### src/rtl/qoi_enc_pkg.sv
package qoi_enc_pkg;

  localparam int PIX_W         = 24;
  localparam int INDEX_ENTRIES = 64;
  localparam int HASH_W        = $clog2(INDEX_ENTRIES);
  localparam int MAX_RUN       = 62;
  localparam int RUN_W         = 6;
  localparam int JOB_BYTES     = 5;
  localparam int CNT_W         = 3;
  localparam int QUEUE_DEPTH   = 4;
  localparam int QPTR_W        = $clog2(QUEUE_DEPTH);
  localparam int QCNT_W        = QPTR_W + 1;

  localparam logic [7:0] OP_INDEX = 8'h00;
  localparam logic [7:0] OP_DIFF  = 8'h40;
  localparam logic [7:0] OP_LUMA  = 8'h80;
  localparam logic [7:0] OP_RUN   = 8'hC0;
  localparam logic [7:0] OP_RGB   = 8'hFE;

  // alpha fixed at 255 folds into a constant term
  localparam logic [HASH_W-1:0] HASH_BIAS = HASH_W'((255 * 11) % INDEX_ENTRIES);

  typedef struct packed {
    logic [JOB_BYTES-1:0][7:0] bytes;
    logic [CNT_W-1:0]          cnt;
    logic                      frame_last;
  } qoi_enc_job_t;

  function automatic logic [HASH_W-1:0] qoi_hash(input logic [PIX_W-1:0] px);
    logic [HASH_W-1:0] r;
    logic [HASH_W-1:0] g;
    logic [HASH_W-1:0] b;
    r = px[16 +: HASH_W];
    g = px[8 +: HASH_W];
    b = px[0 +: HASH_W];
    return (r * HASH_W'(3)) + (g * HASH_W'(5)) + (b * HASH_W'(7)) + HASH_BIAS;
  endfunction

endpackage

### src/rtl/qoi_enc_front.sv
module qoi_enc_front (
  input  logic                      clk,
  input  logic                      rst,
  input  logic                      temporal_mode,
  input  logic                      in_valid,
  output logic                      in_ready,
  input  logic [47:0]               in_data,
  input  logic                      in_first,
  input  logic                      in_last,
  output logic                      job_valid,
  input  logic                      job_ready,
  output qoi_enc_pkg::qoi_enc_job_t job
);
  import qoi_enc_pkg::*;

  logic [PIX_W-1:0]         tbl [INDEX_ENTRIES];
  logic [INDEX_ENTRIES-1:0] entry_vld;
  logic [INDEX_ENTRIES-1:0] entry_vld_next;
  logic [PIX_W-1:0]         last_pixel;
  logic [PIX_W-1:0]         last_pixel_next;
  logic [RUN_W-1:0]         run_count;
  logic [RUN_W-1:0]         run_count_next;

  logic                     s1_valid;
  logic [PIX_W-1:0]         s1_px;
  logic [HASH_W-1:0]        s1_hash;
  logic                     s1_first;
  logic                     s1_last;
  logic [PIX_W-1:0]         s1_rdata;
  logic                     s1_byp_hit;
  logic [PIX_W-1:0]         s1_byp_px;

  logic                     accept;
  logic                     commit;
  logic                     tbl_wr;
  logic [7:0]               vr, vg, vb;
  logic [PIX_W-1:0]         px_in;
  logic [HASH_W-1:0]        hash_in;

  logic [PIX_W-1:0]         lp;
  logic [RUN_W-1:0]         rc;
  logic [RUN_W-1:0]         rc_inc;
  logic [PIX_W-1:0]         entry;
  logic                     eq;
  logic [7:0]               ur, ug, ub, lr, lb;
  logic [3:0][7:0]          m;
  logic [CNT_W-1:0]         mcnt;
  logic [CNT_W-1:0]         job_cnt;

  always_comb begin
    vr = in_data[7:0];
    vg = in_data[15:8];
    vb = in_data[23:16];
    if (temporal_mode) begin
      vr = in_data[31:24] - in_data[7:0];
      vg = in_data[39:32] - in_data[15:8];
      vb = in_data[47:40] - in_data[23:16];
    end
    px_in   = {vr, vg, vb};
    hash_in = qoi_hash(px_in);
  end

  assign accept    = in_valid && in_ready;
  assign commit    = s1_valid && ((job_cnt == '0) || job_ready);
  assign in_ready  = !s1_valid || commit;
  assign job_valid = s1_valid && (job_cnt != '0);

  // classify the pixel held in the front stage
  always_comb begin
    lp     = s1_first ? '0 : last_pixel;
    rc     = s1_first ? '0 : run_count;
    rc_inc = rc + RUN_W'(1);
    if (s1_first || !entry_vld[s1_hash]) begin
      entry = '0;
    end else begin
      entry = s1_byp_hit ? s1_byp_px : s1_rdata;
    end
    eq = (s1_px == lp);
    ur = s1_px[23:16] - lp[23:16];
    ug = s1_px[15:8] - lp[15:8];
    ub = s1_px[7:0] - lp[7:0];
    lr = ur - ug;
    lb = ub - ug;

    m    = '0;
    mcnt = '0;
    if (entry == s1_px) begin
      m[0] = OP_INDEX | {2'b00, s1_hash};
      mcnt = CNT_W'(1);
    end else if ((8'(ur + 8'd2) < 8'd4) && (8'(ug + 8'd2) < 8'd4) &&
                 (8'(ub + 8'd2) < 8'd4)) begin
      m[0] = OP_DIFF | {2'b00, ur[1:0] + 2'd2, ug[1:0] + 2'd2, ub[1:0] + 2'd2};
      mcnt = CNT_W'(1);
    end else if ((8'(lr + 8'd8) < 8'd16) && (8'(ug + 8'd32) < 8'd64) &&
                 (8'(lb + 8'd8) < 8'd16)) begin
      m[0] = OP_LUMA | {2'b00, ug[5:0] + 6'd32};
      m[1] = {lr[3:0] + 4'd8, lb[3:0] + 4'd8};
      mcnt = CNT_W'(2);
    end else begin
      m[0] = OP_RGB;
      m[1] = s1_px[23:16];
      m[2] = s1_px[15:8];
      m[3] = s1_px[7:0];
      mcnt = CNT_W'(4);
    end

    job.bytes       = '0;
    job.frame_last  = s1_last;
    job_cnt         = '0;
    tbl_wr          = 1'b0;
    run_count_next  = rc;
    last_pixel_next = lp;
    if (eq) begin
      run_count_next = rc_inc;
      if ((rc_inc >= RUN_W'(MAX_RUN)) || s1_last) begin
        job.bytes[0]   = OP_RUN | {2'b00, rc_inc - RUN_W'(1)};
        job_cnt        = CNT_W'(1);
        run_count_next = '0;
      end
    end else begin
      run_count_next  = '0;
      last_pixel_next = s1_px;
      tbl_wr          = (entry != s1_px);
      if (rc != '0) begin
        job.bytes[0] = OP_RUN | {2'b00, rc - RUN_W'(1)};
        for (int i = 0; i < 4; i++) begin
          job.bytes[i+1] = m[i];
        end
        job_cnt = mcnt + CNT_W'(1);
      end else begin
        for (int i = 0; i < 4; i++) begin
          job.bytes[i] = m[i];
        end
        job_cnt = mcnt;
      end
    end
    job.cnt = job_cnt;

    entry_vld_next = s1_first ? '0 : entry_vld;
    if (tbl_wr) begin
      entry_vld_next[s1_hash] = 1'b1;
    end
  end

  always_ff @(posedge clk) begin
    if (commit && tbl_wr) begin
      tbl[s1_hash] <= s1_px;
    end
    if (accept) begin
      s1_px      <= px_in;
      s1_hash    <= hash_in;
      s1_first   <= in_first;
      s1_last    <= in_last;
      s1_rdata   <= tbl[hash_in];
      // write landing on the same edge as this read
      s1_byp_hit <= commit && tbl_wr && (s1_hash == hash_in);
      s1_byp_px  <= s1_px;
    end
  end

  always_ff @(posedge clk) begin
    if (rst) begin
      s1_valid   <= 1'b0;
      entry_vld  <= '0;
      last_pixel <= '0;
      run_count  <= '0;
    end else begin
      if (accept) begin
        s1_valid <= 1'b1;
      end else if (commit) begin
        s1_valid <= 1'b0;
      end
      if (commit) begin
        entry_vld  <= entry_vld_next;
        last_pixel <= last_pixel_next;
        run_count  <= run_count_next;
      end
    end
  end

`ifndef ASSERT_OFF
  assert property (@(posedge clk) disable iff (rst) run_count < RUN_W'(MAX_RUN))
    else $error("run count reached limit without flush");
  assert property (@(posedge clk) disable iff (rst)
    s1_valid && eq |-> job_cnt <= CNT_W'(1))
    else $error("repeat pixel produced more than one byte");
  assert property (@(posedge clk) disable iff (rst)
    s1_valid && s1_byp_hit && !s1_first |-> entry_vld[s1_hash])
    else $error("bypass hit on invalid table entry");
`endif

endmodule

### src/rtl/qoi_enc_queue.sv
module qoi_enc_queue (
  input  logic                      clk,
  input  logic                      rst,
  input  logic                      in_valid,
  output logic                      in_ready,
  input  qoi_enc_pkg::qoi_enc_job_t in_job,
  output logic                      out_valid,
  input  logic                      out_ready,
  output qoi_enc_pkg::qoi_enc_job_t out_job
);
  import qoi_enc_pkg::*;

  qoi_enc_job_t      slots [QUEUE_DEPTH];
  logic [QPTR_W-1:0] wr_ptr;
  logic [QPTR_W-1:0] rd_ptr;
  logic [QCNT_W-1:0] count;
  logic              push;
  logic              pop;

  assign in_ready  = (count != QCNT_W'(QUEUE_DEPTH));
  assign out_valid = (count != '0);
  assign push      = in_valid && in_ready;
  assign pop       = out_valid && out_ready;
  assign out_job   = slots[rd_ptr];

  always_ff @(posedge clk) begin
    if (push) begin
      slots[wr_ptr] <= in_job;
    end
  end

  always_ff @(posedge clk) begin
    if (rst) begin
      wr_ptr <= '0;
      rd_ptr <= '0;
      count  <= '0;
    end else begin
      if (push) begin
        wr_ptr <= wr_ptr + QPTR_W'(1);
      end
      if (pop) begin
        rd_ptr <= rd_ptr + QPTR_W'(1);
      end
      if (push && !pop) begin
        count <= count + QCNT_W'(1);
      end else if (pop && !push) begin
        count <= count - QCNT_W'(1);
      end
    end
  end

endmodule

### src/rtl/qoi_enc_back.sv
module qoi_enc_back (
  input  logic                      clk,
  input  logic                      rst,
  input  logic                      job_valid,
  output logic                      job_ready,
  input  qoi_enc_pkg::qoi_enc_job_t job,
  output logic                      out_valid,
  input  logic                      out_ready,
  output logic [7:0]                out_byte,
  output logic                      out_item_done,
  output logic                      out_frame_end
);
  import qoi_enc_pkg::*;

  logic [CNT_W-1:0] idx;
  logic             load;
  logic             last_of;

  assign load      = job_valid && (!out_valid || out_ready);
  assign last_of   = (idx == (job.cnt - CNT_W'(1)));
  assign job_ready = load && last_of;

  always_ff @(posedge clk) begin
    if (load) begin
      out_byte      <= job.bytes[idx];
      out_item_done <= last_of;
      out_frame_end <= last_of && job.frame_last;
    end
  end

  always_ff @(posedge clk) begin
    if (rst) begin
      out_valid <= 1'b0;
      idx       <= '0;
    end else begin
      if (load) begin
        out_valid <= 1'b1;
        idx       <= last_of ? '0 : idx + CNT_W'(1);
      end else if (out_ready) begin
        out_valid <= 1'b0;
      end
    end
  end

`ifndef ASSERT_OFF
  assert property (@(posedge clk) disable iff (rst) job_valid |-> job.cnt != '0)
    else $error("empty request reached back end");
  assert property (@(posedge clk) disable iff (rst) job_valid |-> idx < job.cnt)
    else $error("byte index past end of request");
  assert property (@(posedge clk) disable iff (rst)
    out_valid && out_frame_end |-> out_item_done)
    else $error("frame end on a byte that does not close its pixel");
`endif

endmodule

### src/rtl/qoi_rgb_pixel_encoder_unit.sv
// channel  dir  handshake              payload
// s_*      in   s_tvalid/s_tready      s_tdata pixel pair, s_tuser first, s_tlast last
// m_*      out  m_tvalid/m_tready      m_tdata code byte, m_tuser item done, m_tlast frame end
// cfg_*    in   cfg_valid/cfg_ready    cfg_data temporal mode
//
// One pixel per cycle in unless the request queue is full; one code byte per cycle out while m_tready is high.
// A pixel makes 0 to 5 bytes; the first passes the front stage, the 4-request queue and the output register.
// Index table is a 64x24 memory read at accept; same-hash write-read is bypassed.
// Table clears at frame start through per-entry valid bits; rst is synchronous.
// Input stalls only when the request queue is full.
module qoi_rgb_pixel_encoder_unit (
  input  logic        clk,
  input  logic        rst,
  input  logic        s_tvalid,
  output logic        s_tready,
  input  logic [47:0] s_tdata,  // cur_red, cur_green, cur_blue, ref_red, ref_green, ref_blue
  input  logic        s_tuser,  // frame_first
  input  logic        s_tlast,
  output logic        m_tvalid,
  input  logic        m_tready,
  output logic [7:0]  m_tdata,  // code_byte
  output logic        m_tuser,  // item_done
  output logic        m_tlast,
  input  logic        cfg_valid,
  output logic        cfg_ready,
  input  logic        cfg_data
);
  import qoi_enc_pkg::*;

  logic         temporal_mode;
  logic         fq_valid;
  logic         fq_ready;
  qoi_enc_job_t fq_job;
  logic         qb_valid;
  logic         qb_ready;
  qoi_enc_job_t qb_job;

  assign cfg_ready = 1'b1;

  always_ff @(posedge clk) begin
    if (rst) begin
      temporal_mode <= 1'b0;
    end else if (cfg_valid && cfg_ready) begin
      temporal_mode <= cfg_data;
    end
  end

  qoi_enc_front u_front (
    .clk           (clk),
    .rst           (rst),
    .temporal_mode (temporal_mode),
    .in_valid      (s_tvalid),
    .in_ready      (s_tready),
    .in_data       (s_tdata),
    .in_first      (s_tuser),
    .in_last       (s_tlast),
    .job_valid     (fq_valid),
    .job_ready     (fq_ready),
    .job           (fq_job)
  );

  qoi_enc_queue u_queue (
    .clk       (clk),
    .rst       (rst),
    .in_valid  (fq_valid),
    .in_ready  (fq_ready),
    .in_job    (fq_job),
    .out_valid (qb_valid),
    .out_ready (qb_ready),
    .out_job   (qb_job)
  );

  qoi_enc_back u_back (
    .clk           (clk),
    .rst           (rst),
    .job_valid     (qb_valid),
    .job_ready     (qb_ready),
    .job           (qb_job),
    .out_valid     (m_tvalid),
    .out_ready     (m_tready),
    .out_byte      (m_tdata),
    .out_item_done (m_tuser),
    .out_frame_end (m_tlast)
  );

endmodule

### config.mk
export PLATFORM = sky130hd
export DESIGN_NAME = qoi_rgb_pixel_encoder_unit
export DESIGN_NICKNAME = d
export VERILOG_FILES = /design/src/rtl/qoi_enc_pkg.sv /design/src/rtl/qoi_enc_front.sv /design/src/rtl/qoi_enc_queue.sv /design/src/rtl/qoi_enc_back.sv /design/src/rtl/qoi_rgb_pixel_encoder_unit.sv
export SDC_FILE = /design/constraint.sdc
export NUM_CORES = 2
export LEC_CHECK = 0
export ABC_AREA = 1
export BUFFER_PORTS_ARGS = -buffer_cell sky130_fd_sc_hd__buf_2
export CELL_PAD_IN_SITES_DETAIL_PLACEMENT = 1
export CELL_PAD_IN_SITES_GLOBAL_PLACEMENT = 2
export CORE_ASPECT_RATIO = 1.25
export CORE_MARGIN = 4
export CORE_UTILIZATION = 40
export CTS_CLUSTER_DIAMETER = 50
export DETAILED_ROUTE_END_ITERATION = 12
export HOLD_SLACK_MARGIN = 0.1
export MAX_ROUTING_LAYER = met4
export PLACE_DENSITY = 0.77
export SETUP_SLACK_MARGIN = 0.1
export SLEW_MARGIN = 20
export SYNTH_ARGS = -nofsm -noshare
export SYNTH_HDL_FRONTEND = slang
export SYNTH_HIERARCHICAL = 1
export SYNTH_SLANG_ARGS = --single-unit
export TNS_END_PERCENT = 50
### constraint.sdc
create_clock -name clk -period 8 [get_ports clk]
set_input_delay 0.8 -clock clk [delete_from_list [all_inputs] [get_ports clk]]
set_output_delay 0.8 -clock clk [all_outputs]
set_load 0.02 [all_outputs]
==> metrics.txt <==
# TYPE chip_impl_metric gauge
chip_impl_info{name="worst_setup_path_start_kind",value="flop"} 1
chip_impl_metric{name="insertion_delay",unit="ns"} 0.86
chip_impl_info{name="critPathSlowestCell",value="sky130_fd_sc_hd__buf_4"} 1
chip_impl_metric{name="final_min_period_over_clock_period",unit=""} 0.908
chip_impl_info{name="rsz0062_at_grt",value="no"} 1
chip_impl_metric{name="seq_area_frac_synth",unit=""} 0.685
chip_impl_metric{name="via_count_of_the_routed_design",unit=""} 58707
chip_impl_metric{name="period_needed",unit="ns"} 7.27
chip_impl_metric{name="antenna_viol_nets_final",unit=""} 0
chip_impl_metric{name="achievable-frequency",unit="MHz"} 138
chip_impl_metric{name="critPathRequiredTime",unit="ns"} 7.20
chip_impl_metric{name="synthesis.nets",unit=""} 7167
chip_impl_metric{name="arrival",unit="ns"} 6.47
chip_impl_metric{name="drv_cap",unit=""} 0
chip_impl_metric{name="synth.top_cell.area_share",unit=""} 0.659
chip_impl_info{name="synth_area_leader_cell",value="sky130_fd_sc_hd__edfxtp_1"} 1
chip_impl_metric{name="finClkSkew",unit="ns"} 0.0327
chip_impl_metric{name="synth.yosys.warnings",unit=""} 6
chip_impl_metric{name="max_slew_margin",unit=""} 0.239
chip_impl_metric{name="gr-usage-all-layers",unit=""} 0.272
chip_impl_metric{name="nNetsFinal",unit=""} 7158
chip_impl_metric{name="post_synth_instance_area",unit="µm²"} 82200
chip_impl_info{name="synthTopCellsByArea",value="sky130_fd_sc_hd__edfxtp_1 (66%), sky130_fd_sc_hd__o21ai_0 (6.2%), sky130_fd_sc_hd__nor2_1 (4.8%)"} 1
chip_impl_info{name="setup.worst_path.class",value="flop to output port"} 1
chip_impl_metric{name="placementRows",unit=""} 185
chip_impl_metric{name="setup_viol",unit=""} 0
chip_impl_metric{name="die_h",unit="µm"} 515
chip_impl_metric{name="routedWlPerCell",unit="µm"} 29.0
chip_impl_metric{name="numClockSinks",unit=""} 1912
chip_impl_metric{name="synth_edf_count",unit=""} 1803
chip_impl_info{name="cpMostUsedCell",value="sky130_fd_sc_hd__nand2_1"} 1
chip_impl_metric{name="netlist-cell-type-count",unit=""} 55
chip_impl_metric{name="timing_worst_slew_pin_value",unit="ns"} 1.14
chip_impl_metric{name="grt_overflow_total",unit=""} 0
chip_impl_metric{name="grt_start_max_net_pins",unit=""} 184
chip_impl_metric{name="timing.final.hold_violations",unit=""} 0
chip_impl_metric{name="drt_first_pass_iters",unit=""} 5
chip_impl_metric{name="timing_max_transition_violations_final",unit=""} 0
chip_impl_metric{name="fill_cell_count",unit=""} 21160
chip_impl_info{name="status",value="completed"} 1
chip_impl_info{name="synth_ff_type",value="sky130_fd_sc_hd__edfxtp_1"} 1
chip_impl_metric{name="fp.coreArea",unit="µm²"} 204000
chip_impl_info{name="cp_capture_type",value="output port"} 1
chip_impl_metric{name="vias_in_the_first_global_route",unit=""} 60433
chip_impl_metric{name="numPortBuffers",unit=""} 67
chip_impl_metric{name="width_of_the_chip",unit="µm"} 413
chip_impl_metric{name="initial_utilization",unit=""} 0.403
chip_impl_metric{name="finalWirelength",unit="mm"} 286
chip_impl_info{name="hp-class",value="input port to flop"} 1
chip_impl_info{name="most-common-layout-cells",value="sky130_fd_sc_hd__edfxtp_1 (1803), sky130_fd_sc_hd__o21ai_0 (1011), sky130_fd_sc_hd__nor2_1 (987)"} 1
chip_impl_metric{name="drcViolationCount",unit=""} 0
chip_impl_metric{name="crit_fanout",unit=""} 53
chip_impl_info{name="clk_tree_root_cell",value="sky130_fd_sc_hd__clkbuf_16"} 1
chip_impl_metric{name="number_of_antenna_violations_at_the_first_check_in_global_routing",unit=""} 10
chip_impl_metric{name="synthToLayoutAreaGrowth",unit="%"} 13.1
chip_impl_metric{name="cts_buffer_depth",unit=""} 3
chip_impl_metric{name="ys_seq_elements",unit=""} 1912
chip_impl_info{name="layout.cells.most_common",value="sky130_fd_sc_hd__edfxtp_1"} 1
chip_impl_metric{name="synth-async-reset-ratio",unit=""} 0
chip_impl_metric{name="layout-drive-gt1-share",unit=""} 0.102
chip_impl_metric{name="post_cts.repair.setup_buffers",unit=""} 0
chip_impl_metric{name="max_stage_delay",unit="ns"} 0.54
chip_impl_metric{name="number_of_buffers_inserted_during_clock_tree_synthesis",unit=""} 198
chip_impl_metric{name="grt_pass1_wl",unit="mm"} 414
chip_impl_info{name="cts_tree",value="yes"} 1
chip_impl_metric{name="totalNegativeSetupSlack",unit="ns"} 0
chip_impl_metric{name="gate_count_after_technology_mapping",unit=""} 7000
chip_impl_metric{name="io-pin-count",unit=""} 69
chip_impl_metric{name="finalWeightedCongestion",unit=""} 0.870
chip_impl_metric{name="route.detailed.vias_per_inst",unit=""} 5.94
chip_impl_metric{name="die_area",unit="µm²"} 213000
chip_impl_metric{name="detailed_placement_wirelength_estimate",unit="mm"} 173
chip_impl_metric{name="synth.avg_cell_area",unit="µm²"} 11.7
chip_impl_metric{name="first_iter_violations",unit=""} 5760
chip_impl_metric{name="htree_num_levels",unit=""} 4
chip_impl_metric{name="clkSlewWorstSetupHoldPaths",unit="ns"} 0.06
layer usage:
metal	GRT usage	routed length, µm
met4	0.165	20700
met5	-	0
met3	0.0307	15900
met1	0.329	112000
met2	0.440	138000
metrics by stage:
stage | cell area (µm²) | setup slack, ns | util | hold WS [ns] | instances
6_report | 92900 | 0.734 | 0.456 | 0.195 | 9876
5_1_grt | 92900 | 0.175 | 0.456 | 0.174 | 9872
4_1_cts | 92900 | 0.528 | 0.456 | 0.132 | 9871
3_5_place_dp | 86200 | 0.445 | 0.422 | 0.454 | 9501
3_3_place_gp | 86200 | 0.470 | 0.422 | 0.448 | 9501
2_1_floorplan | 82200 | 0.190 | - | 0.440 | 7000
flip-flops by register name (all words and copies together) (netlist names), 3 cells and up, named ones only:
name and cells:
u_back/idx 3, u_back/out_byte 8, u_front/entry_vld 64, u_front/last_pixel 24
u_front/run_count 6, u_front/s1_byp_px 24, u_front/s1_hash 6, u_front/s1_px 24
u_front/s1_rdata 24, u_front/tbl 1536, u_queue/count 3, u_queue/slots 176
final cells by class:
class / instances / area, µm² / area share
Sequential cell: 1912 / 56300 / 0.606
Antenna cell: 5 / 12.5 / 0.000135
Clock inverter: 138 / 1560 / 0.0168
Clock buffer: 231 / 5160 / 0.0556
Multi-Input combinational cell: 4312 / 23100 / 0.249
Timing Repair Buffer: 270 / 2210 / 0.0238
Inverter: 297 / 1150 / 0.0124
Tap cell: 2711 / 3390 / 0.0365
critical path: cells and delay by family (launching register included):
family | cells | cell delay (ns)
fa+ha+maj | 3 | 1.05
buf+inv | 11 | 1.80
flops | 1 | 0.40
simple gates | 18 | 1.93
compound gates | 2 | 0.41
cells in the mapped netlist, types with 43 or more instances:
| cell | count |
|---|---|
| sky130_fd_sc_hd__nand4_1 | 51 |
| sky130_fd_sc_hd__nor2_1 | 1055 |
| sky130_fd_sc_hd__buf_2 | 45 |
| sky130_fd_sc_hd__o21ai_0 | 1014 |
| sky130_fd_sc_hd__a21oi_1 | 187 |
| sky130_fd_sc_hd__o221ai_1 | 331 |
| sky130_fd_sc_hd__nand2_1 | 757 |
| sky130_fd_sc_hd__xor2_1 | 43 |
| sky130_fd_sc_hd__o211ai_1 | 62 |
| sky130_fd_sc_hd__clkbuf_1 | 379 |
| sky130_fd_sc_hd__ha_1 | 84 |
| sky130_fd_sc_hd__edfxtp_1 | 1803 |
| sky130_fd_sc_hd__inv_1 | 282 |
| sky130_fd_sc_hd__o22ai_1 | 132 |
| sky130_fd_sc_hd__nand3_1 | 404 |
| sky130_fd_sc_hd__dfxtp_1 | 109 |
final timing paths:
kind	from	cells past startpoint	end	slack, ns
max	u_front/s1_first	34	s_tready	0.73
min reg2reg	u_front/last_pixel[22]	2	u_front/last_pixel[22]	0.46
max reg2reg	temporal_mode	18	u_front/s1_rdata[6]	1.11
min	s_tvalid	3	u_front/s1_valid	0.20
what timing repair did:
action,4_1_cts,5_1_grt
endpoints found under the hold margin,1,0
resized for setup,0,3
setup endpoints to repair,0,1
hold buffers,1,0
cells by family (layout without fill, tap and decap cells):
kind of cell / after synthesis / count (layout) / synth area share
adder cells (fa/ha/maj): 111 / 111 / 0.0194
flip-flops: 1912 / 1912 / 0.685
buffers and inverters: 776 / 936 / 0.0389
AO/OA/AOI/OAI: 1791 / 1791 / 0.130
XOR/XNOR: 59 / 59 / 0.00629
multiplexers: 24 / 24 / 0.00329
other: 1 / 6 / 0.0000456
AND/OR/NAND/NOR: 2326 / 2326 / 0.117
Power is not shown: default switching activity piles up to over one toggle a cycle in this logic, so the estimate is an artifact.
